$ cat src/smc_pkg.sv
// Shared constants and types for the sliding-window median filter.
// No dependencies; imported by every other file of the block.
package smc_pkg;

	localparam int WINDOW_MAX_DEF  = 64;
	localparam int SAMPLE_BITS_DEF = 32;

	localparam int CFG_W      = 7;
	localparam int SAMPLE_W   = 32;
	localparam int MEDIAN_W   = 33;
	localparam int S_TDATA_W  = 32;
	localparam int S_TUSER_W  = 1;
	localparam int M_TDATA_W  = 40;

	// Broadcast from the control logic to every cell of the sorted chain.
	typedef struct packed {
		logic upd;      // cells take their next contents this cycle
		logic ins;      // a sample is being inserted
		logic restart;  // every stored entry is invalidated before insertion
	} smc_ctrl_t;

endpackage

$ cat src/smc_cell.sv
// One cell of the sorted sample chain: value, age and valid bit of one rank.
// Depends on smc_pkg for the control struct.
module smc_cell import smc_pkg::*; #(
	parameter int VW = SAMPLE_BITS_DEF,
	parameter int AW = 6,
	parameter int CW = 7
) (
	input  logic                 clk,
	input  logic                 arst_n,
	input  smc_ctrl_t            ctrl,
	input  logic [CW-1:0]        win,
	input  logic signed [VW-1:0] smp,
	input  logic                 shift_sel,
	input  logic signed [VW-1:0] nxt_val,
	input  logic                 nxt_vld,
	input  logic [AW-1:0]        nxt_age,
	input  logic signed [VW-1:0] prv_val,
	input  logic                 prv_vld,
	input  logic [AW-1:0]        prv_age,
	input  logic                 prv_lt,
	output logic signed [VW-1:0] val,
	output logic                 vld,
	output logic [AW-1:0]        age,
	output logic signed [VW-1:0] sh_val,
	output logic                 sh_vld,
	output logic [AW-1:0]        sh_age,
	output logic                 lt,
	output logic                 stale,
	output logic                 drop
);

	logic signed [VW-1:0] val_q;
	logic                 vld_q;
	logic [AW-1:0]        age_q;
	logic signed [VW-1:0] val_n;
	logic                 vld_n;
	logic [AW-1:0]        age_n;
	logic [CW-1:0]        age_x;

	assign val = val_q;
	assign vld = vld_q;
	assign age = age_q;

	// Removal of one entry somewhere at or below this rank pulls the upper neighbor down.
	always_comb begin
		sh_val = shift_sel ? nxt_val : val_q;
		sh_vld = (shift_sel ? nxt_vld : vld_q) && !ctrl.restart;
		sh_age = shift_sel ? nxt_age : age_q;
		lt     = !sh_vld || (smp < sh_val);
		age_x  = CW'(age_q);
		stale  = vld_q && (age_x >= win);
		drop   = vld_q && ((age_x + CW'(1)) >= win);
	end

	// Insertion: the first rank whose value exceeds the sample takes it, ranks above move up.
	always_comb begin
		val_n = sh_val;
		vld_n = sh_vld;
		age_n = sh_age;
		if (ctrl.ins) begin
			if (lt && prv_lt) begin
				val_n = prv_val;
				vld_n = prv_vld;
				age_n = prv_age + AW'(1);
			end else if (lt) begin
				val_n = smp;
				vld_n = 1'b1;
				age_n = '0;
			end else begin
				age_n = sh_age + AW'(1);
			end
		end
	end

	always_ff @(posedge clk or negedge arst_n) begin
		if (!arst_n) begin
			vld_q <= 1'b0;
		end else if (ctrl.upd) begin
			vld_q <= vld_n;
		end
	end

	always_ff @(posedge clk) begin
		if (ctrl.upd) begin
			val_q <= val_n;
			age_q <= age_n;
		end
	end

endmodule

$ cat config.mk
export PLATFORM = sky130hd
export DESIGN_NAME = smc_cell
export DESIGN_NICKNAME = d
export VERILOG_FILES = /design/src/smc_pkg.sv /design/src/smc_cell.sv
export SDC_FILE = /design/constraint.sdc
export NUM_CORES = 1
export LEC_CHECK = 0
export ABC_AREA = 1
export BUFFER_PORTS_ARGS = -buffer_cell sky130_fd_sc_hd__buf_2
export CORE_MARGIN = 2
export CORE_UTILIZATION = 49
export DETAILED_ROUTE_END_ITERATION = 7
export PLACE_DENSITY = 0.83
export SYNTH_ARGS = -nofsm -noshare
export SYNTH_HDL_FRONTEND = slang
export SYNTH_SLANG_ARGS = --single-unit
$ cat constraint.sdc
create_clock -name clk -period 2.8 [get_ports clk]
set_input_delay 0.14 -clock clk [delete_from_list [all_inputs] [get_ports clk]]
set_output_delay 0.14 -clock clk [all_outputs]
set_load 0.02 [all_outputs]
* Yosys cells after proc, flatten, opt, wreduce, memory -nomap -nowiden *
Cells that the tools add are included.

word-level totals
  logic and storage cells = 28
  output and inout bits = 81
  input port bits = 124
  register bits after elaboration = 39

cells by class
  reductions and logical operators = 7
  $lt $le $gt $ge = 3
  add/sub/neg operators = 3
  muxes and demuxes = 12

operators with widths
  kind                   count
  $mux W32               4
  $lt A32 B32 Y1         1
  $mux W6                4
  $add A6 B1 Y6 const B  2
  $add A6 B1 Y7 const B  1
  $ge A6 B7 Y1           1
  $ge A7 B7 Y1           1
  $logic_and A1 B1 Y1    4
  $mux W1                4
  $logic_not A1 Y1       2
  $logic_or A1 B1 Y1     1

* Longest topological paths before layout *
Gate-level depths: netlist of the first run.

  word-level depth = 7
  gate-level depth with buffers = 24
  depth with buffers taken out = 20

* Worst setup path after synthesis of the first run *
Ideal clock, no wire load.

  path kind = input -> register
  start = input port shift_sel
  end = register val_q[29] (netlist: val[29]) (data pin)
  data required time = 2547 ps
  arrival = 2469 ps
  library setup time = 253 ps
  buffers on the path = 4
  stages on the path = 19
  path slack = 78 ps
  cell sequence = inv_2 -> clkbuf_1 -> clkbuf_1 -> or2_2 -> o21ai_0 -> ha_1 -> a21oi_1 -> o21ai_0 -> o21bai_1 -> a31oi_1 -> nand2_1 -> nand2_2 -> nand3_4 -> buf_6 -> buf_6 -> nand2_1 -> nand3_1 -> nand2_1 -> nand2_1

on the way
  word-level cells in the longest chain between the ends = 7
  elaborated cells between the ends (all ways) = 10
  classes of those cells = order compare: 1; mux: 5; reduce/logical: 4

RTL lines
  what                                                                    line                            RTL
  start, declared                                                         smc_cell.sv:13                  input logic shift_sel,
  parallel branches: the longest is 3 deep, another holds $lt A32 B32 Y1  n/a
  $logic_or A1 B1 Y1 *                                                    smc_cell.sv:49                  lt = !sh_vld || (smp < sh_val);
  named net lt                                                            smc_cell.sv:27                  output logic lt,
  $mux W32 / $logic_and A1 B1 Y1 (equally long branches)                  smc_cell.sv:65, smc_cell.sv:61
  $mux W32 *                                                              smc_cell.sv:61                  if (lt && prv_lt) begin
  $mux W32 *                                                              smc_cell.sv:60                  if (ctrl.ins) begin
  named net val_n[29]                                                     smc_cell.sv:35                  logic signed [VW-1:0] val_n;
  end signal, assigned                                                    smc_cell.sv:85                  val_q <= val_n;
  end, declared                                                           smc_cell.sv:32                  logic signed [VW-1:0] val_q;

Mark *: on every way through the listed nets, which the timed path passes.
A chain may end at the register's enable or synchronous reset.

* Worst setup path in the final report of the first run *
  start = register val_q[18] (netlist: val[18])
  end = output port lt

on the way
  word-level cells in the longest chain between the ends = 3

RTL lines
  what                line            RTL
  $mux W32            smc_cell.sv:46  sh_val = shift_sel ? nxt_val : val_q;
  $lt A32 B32 Y1      smc_cell.sv:49
  $logic_or A1 B1 Y1  smc_cell.sv:49
  end, declared       smc_cell.sv:27

No other way between the ends.

==> out/results.ini, run 1 <==
[placed_design]
place_area_um2=5840
dp_hpwl_um=11100
routabilityCongestion=0.916
numPlacedInstances=1001
portBuffers=204

[route]
vias_per_cell=5.48
dr.pass1.iters=6
drc_errors=0
vias=5609
dr.first_iter.drc_count=337
postRouteAntennaNets=0
wl_per_cell_um=15.5
totalWireLength_um=15900

[synth]
ys_ff_latch=39
yosysTopAreaCell=edfxtp_1
synth_top_family_by_area=simple AND/OR/NAND/NOR gates
synth_fa_ha_area_share_pct=12.7
synth_nets=873
seq_area_frac_synth_pct=25.3
synthMuxAreaShare_pct=0
ys.flop_type=edfxtp_1
yosys_warnings=0
synth_xor_area_share_pct=2.28
synth_edf_count=38
yosys.area_share.simple_pct=38.0
syn_inst=702
yosysTopAreaCellShare_pct=24.7
synth_compound_area_share_pct=9.95
synthArstFlopShare_pct=2.56
syn_area_um2=4610
yosysUniqueCellTypes=34
syn_area_per_cell_um2=6.57
yosysMostFrequentCell=nand2_1
yosys-top-cells-area=edfxtp_1 25%, nand2_1 13%, ha_1 13%, inv_1 7.5%, nor2_1 7.0%
synth_common_cells=159 x nand2_1, 92 x inv_1, 86 x nor2_1

[pwr]
ir_worst_vdd_v=0.000242
p_leak_nw=3.47
cellPowerDensity_nw_per_um2=373
power_mw=2.37

[die]
initial_core_util_pct=50.2
ios=205
die-area_um2=10200
die_w_um=101
rows=35
coreArea_um2=9200
die_h_um=101

[sta]
min_period_over_period_pct=101
rsz0062_at_grt=true
worstMarginPinSlew_ns=1.03
period_needed_ns=2.82
fin_worst_skew_ns=0.00755
drv_slew=0
fin_ws_ns=-0.0213
slew_headroom_pct=31.0
fmax_ghz=0.354
whs_ns=0.140
finalHoldViolations=0
setup_viol=4

[outcome]
violations=setup timing
status=finished, violations left

[global_route]
grt_max_degree=57
grt_pass1_wl_um=23700
grt_overflow=0
track_usage_pct=28.8
antenna_found_initial=0
grt_pass1_vias=5135

[cts]
clkTransAtPathRegs_ns=0.09
clock-sinks=39
clk_latency_ns=0.30
cts_buffers=5
cts.htree.levels=2
cts_root_buf=clkbuf_8
max-clock-path-buffers=2
tritoncts=built

[finish]
layout.nets=1082
area_growth_pct=37.4
drive_above_1_share_pct=36.1
stdcell_count=1023
fin_util_pct=69.0
num_antenna_cells=0
final_cell_area_um2=6340

[worst_setup_path]
r2r_end=val[25]
worstPathRequired_ns=2.66
path_delay_family=compound AO/OA/AOI/OAI gates
timing.critical_path.to=lt
path_cells=o21ai_1 > ha_1 > nand2_1 > o21a_1 > o21bai_4 > a31oi_2 > buf_4 > nand2_2 > nand2_2 > nand3_4 > buf_12 > buf_12 > buf_6
critical_path.max_fanout=8
crit_buf_inv=4
worst_path_max_delay_cell=edfxtp_1
criticalPathCategory=flip-flop to primary output
cp-start-kind=flip-flop
reg2reg_setup_slack_ns=-0.01
r2r_start=val[18]
critPathMaxStageDelay_ns=0.43
worstSetupStartpoint=val[18]
rr_worst_depth=16
end_kind=primary output
path_depth=13
cp_data_arrival_time_ns=2.68

[hold_path]
hold_path.class=input pin to async pin

[job]
maxCapViolations=0

## registers in the layout (all words and copies together), names as in the netlist
name / flops
val: 32
vld: 1
age: 6
## cell families (layout without fill, tap and decap cells)
logic type	count (synthesis)	in the layout
AO/OA/AOI/OAI	82	82
flip-flops	39	39
adder cells (fa/ha/maj)	47	47
XOR/XNOR	12	12
AND/OR/NAND/NOR	388	388
buffers and inverters	134	344
## layer usage
| layer | vias up | wire length [µm] | global-route usage [%] |
|---|---|---|---|
| li1 | 2716 | - | - |
| met1 | 2518 | 6470 | 36.3 |
| met2 | 326 | 7710 | 49.9 |
| met3 | 49 | 1270 | 3.68 |
| met4 | 0 | 453 | 11.1 |
| met5 | - | 0 | 0 |
## where the power goes
| part | internal (mW) | switching (mW) |
|---|---|---|
| clock network | 0.176 | 0.221 |
| logic | 0.491 | 0.726 |
| registers | 0.713 | 0.0393 |
## worst min-delay path by stage
stage,from,depth (start not counted),to,slack (ns)
final,arst_n,2,vld,0.14
after global routing,arst_n,2,vld,0.15
after CTS,arst_n,2,vld,0.13
after detailed placement,arst_n,1,vld,-0.08
after global placement,arst_n,1,vld,-0.08
after floorplan,arst_n,0,vld,-0.16
## what timing repair did
item,CTS,global route
pin swaps,0,24
gates resized for setup,10,57
gates cloned,0,7
setup endpoints to repair,10,40
hold buffers,1,0
setup buffers,2,4
hold endpoints to repair,1,0
## area by class of cell
class	count	area, µm²
clock buffer	7	76.3
clock inverter	1	5.00
fill	825	2850
inverter	93	349
multi-input combinational	529	3090
sequential	39	1170
tap	111	139
timing repair buffer	243	1510
## per-stage QoR
stage	TNS, ns	setup slack (ns)
floorplan	0	0.0777
global placement	-1.50	-0.0629
detailed placement	-5.72	-0.175
CTS	0	0.00631
global route	-3.32	-0.124
finish	-0.0310	-0.0213
## layout by cell type (no fill, tap or decap), types with 2 or more instances in the layout
master / synthesis / routed
buf_2: 8 / 202
nand2_1: 159 / 147
inv_1: 92 / 92
nor2_1: 86 / 84
nand3_1: 63 / 53
ha_1: 47 / 45
edfxtp_1: 38 / 38
or2_2: 36 / 36
nand4_1: 34 / 34
buf_4: 0 / 25
o21ai_0: 42 / 23
o21ai_1: 5 / 17
a21oi_1: 15 / 12
nand2_2: 1 / 12
nand3_2: 1 / 11
o21a_1: 10 / 10
xor2_1: 9 / 9
o21ai_2: 0 / 7
clkbuf_16: 0 / 6
buf_12: 0 / 6
clkbuf_8: 0 / 5
a21oi_2: 1 / 3
o211ai_1: 3 / 3
xnor2_1: 3 / 3
buf_6: 4 / 3
nor3_1: 2 / 2
nor2_2: 0 / 2
nand3b_1: 2 / 2
ha_4: 0 / 2
clkbuf_1: 23 / 2
(Power assumes the default switching activity.)
==> run 2: changes to the inputs <==
- PLACE_DENSITY: 0.83 -> 0.81
==> out/results.ini, run 2 (synthesis results as in run 1) <==
[sta]
drv_slew=0  ; unchanged
worstMarginPinSlew_ns=1.03  ; -0.000254 ns
fin_ws_ns=0.118  ; +0.139 ns
slew_headroom_pct=31.1  ; about the same
period_needed_ns=2.68  ; -0.139 ns
fmax_ghz=0.373  ; +5.2%
fin_worst_skew_ns=0.00816  ; +0.000613 ns
tns_ns=0  ; +0.0310 ns
setup_viol=0  ; -4
rsz0062_at_grt=false
min_period_over_period_pct=95.8  ; -5.0 points
whs_ns=0.140  ; +0.000561 ns
finalHoldViolations=0  ; unchanged

[hold_path]
hold_path.class=input pin to async pin

[global_route]
grt_pass1_wl_um=23600  ; -0.29%
grt_max_degree=44  ; -23%
antenna_found_initial=1  ; +1
grt_pass1_vias=5067  ; -1.3%
grt_overflow=0  ; unchanged
track_usage_pct=29.3  ; +0.50 points

[cts]
clock-sinks=39  ; unchanged
cts_buffers=5  ; unchanged
clkTransAtPathRegs_ns=0.08  ; about the same
tritoncts=built
max-clock-path-buffers=2  ; unchanged
clk_latency_ns=0.30  ; about the same
cts.htree.levels=2  ; unchanged
cts_root_buf=clkbuf_8

[worst_setup_path]
cp-start-kind=flip-flop
critical_path.max_fanout=2  ; -6
cp_data_arrival_time_ns=2.54  ; -0.14 ns
end_kind=primary output
worstPathRequired_ns=2.66  ; about the same
criticalPathCategory=flip-flop to primary output

[route]
drc_errors=0  ; unchanged
wl_per_cell_um=15.0  ; -3.8%
postRouteAntennaNets=0  ; unchanged
vias=5338  ; -4.8%
dr.pass1.iters=5  ; -1
totalWireLength_um=15200  ; -4.7%
dr.first_iter.drc_count=221  ; -34%
vias_per_cell=5.27  ; -3.9%

[die]
die_w_um=101  ; unchanged
coreArea_um2=9200  ; unchanged
rows=35  ; unchanged
die-area_um2=10200  ; unchanged
initial_core_util_pct=50.2  ; unchanged
die_h_um=101  ; unchanged
ios=205  ; unchanged

[placed_design]
numPlacedInstances=1001  ; unchanged
routabilityCongestion=0.929  ; +1.3%
place_ws_ns=-0.126  ; +0.0492 ns
portBuffers=204  ; unchanged
dp_hpwl_um=11200  ; +0.58%
place_area_um2=5830  ; -0.21%

[pwr]
ir_worst_vdd_v=0.000280  ; +15%
swShare_pct=41.9  ; +0.20 points
internal_power_mw=1.31  ; -4.8%
p_sw_mw=0.947  ; -4.0%
share_clk_of_total_power_pct=17.8  ; +1.1 points
cellPowerDensity_nw_per_um2=378  ; +1.2%
p_leak_nw=3.32  ; -4.5%
seq_power_share_pct=33.2  ; +1.4 points
power_mw=2.26  ; -4.5%
pwr-share-comb_pct=49.0  ; -2.5 points

[finish]
seqCellArea_um2=1170  ; unchanged
drive_above_1_share_pct=31.7  ; -4.3 points
area_growth_pct=29.8
largest_reg_flops=32  ; unchanged
fill_cells=872  ; +5.7%
layout.nets=1071  ; -1.0%
fin_util_pct=65.1  ; -3.9 points
stdcell_count=1013  ; -0.98%
multiInputGateArea_um2=2950  ; -4.6%
final_common_cell=buf_2
final_cell_mix=203 x buf_2, 159 x nand2_1, 92 x inv_1
final_cell_area_um2=5990  ; -5.6%

[outcome]
status=complete, no violations

[job]
maxCapViolations=0  ; unchanged

-- run 2: changes by cell type in the layout (fill, tap and decap cells not counted), moves of 4 or more --
cell	before	now
buf_4	25	21
clkbuf_16	6	0
nand3_2	11	1
nand3_1	53	63
nand2_2	12	1
nand2_1	147	159
-- run 2: metal layers --
layer	GRT usage [%]	routed length, µm
met1	36.8	6320
met2	52.1	7570
met3	4.30	1110
met4	8.00	146
met5	0	0
-- run 2: final timing paths --
check,from,to,slack [ns],cells after the start
worst max-delay path,age[0],drop,0.12,11
worst min-delay path,arst_n,vld,0.14,2
worst max register to register,val[9],val[4],0.27,15
worst min register to register,vld,vld,0.61,2
max in group asynchronous,arst_n,vld,2.58,2
min in group clk,prv_vld,vld,0.19,5
-- run 2: timing repair --
item / 4_1_cts / 5_1_grt
setup endpoints to repair: 2 / 41
hold endpoints to repair: 1 / 0
setup buffers: 2 / 0
resized for setup: 2 / 33
pin swaps: 0 / 1
hold buffers: 1 / 0
-- run 2: critical path, cell delays in order, from the launching register on --
cell and delay, ns:
edfxtp_1 0.43, ha_1 0.30, ha_1 0.26, a21boi_1 0.13, o21a_1 0.17, o21a_1 0.16, o21a_1 0.16, o21a_1 0.17
o21a_1 0.17, o21ai_1 0.12, inv_1 0.06, buf_6 0.12
-- run 2: layout make-up --
cell class              instances  share of cell area [%]
diodes                          1                  0.0418
clock buffers                   8                    1.34
inverters                      93                    5.87
multi-input cells             529                    49.3
flip-flops and latches         39                    19.5
well taps                     111                    2.32
repair buffers                232                    21.7
-- run 2: power by group through the flow --
stage | clock [mW] | sequential [mW] | combinational [mW]
CTS | 0.412 | 0.748 | 1.09
finish | 0.402 | 0.752 | 1.11
floorplan | 0 | 0.820 | 0.619
global route | 0.431 | 0.757 | 1.23
detailed placement | 0 | 0.763 | 1.07
global placement | 0 | 0.764 | 1.06
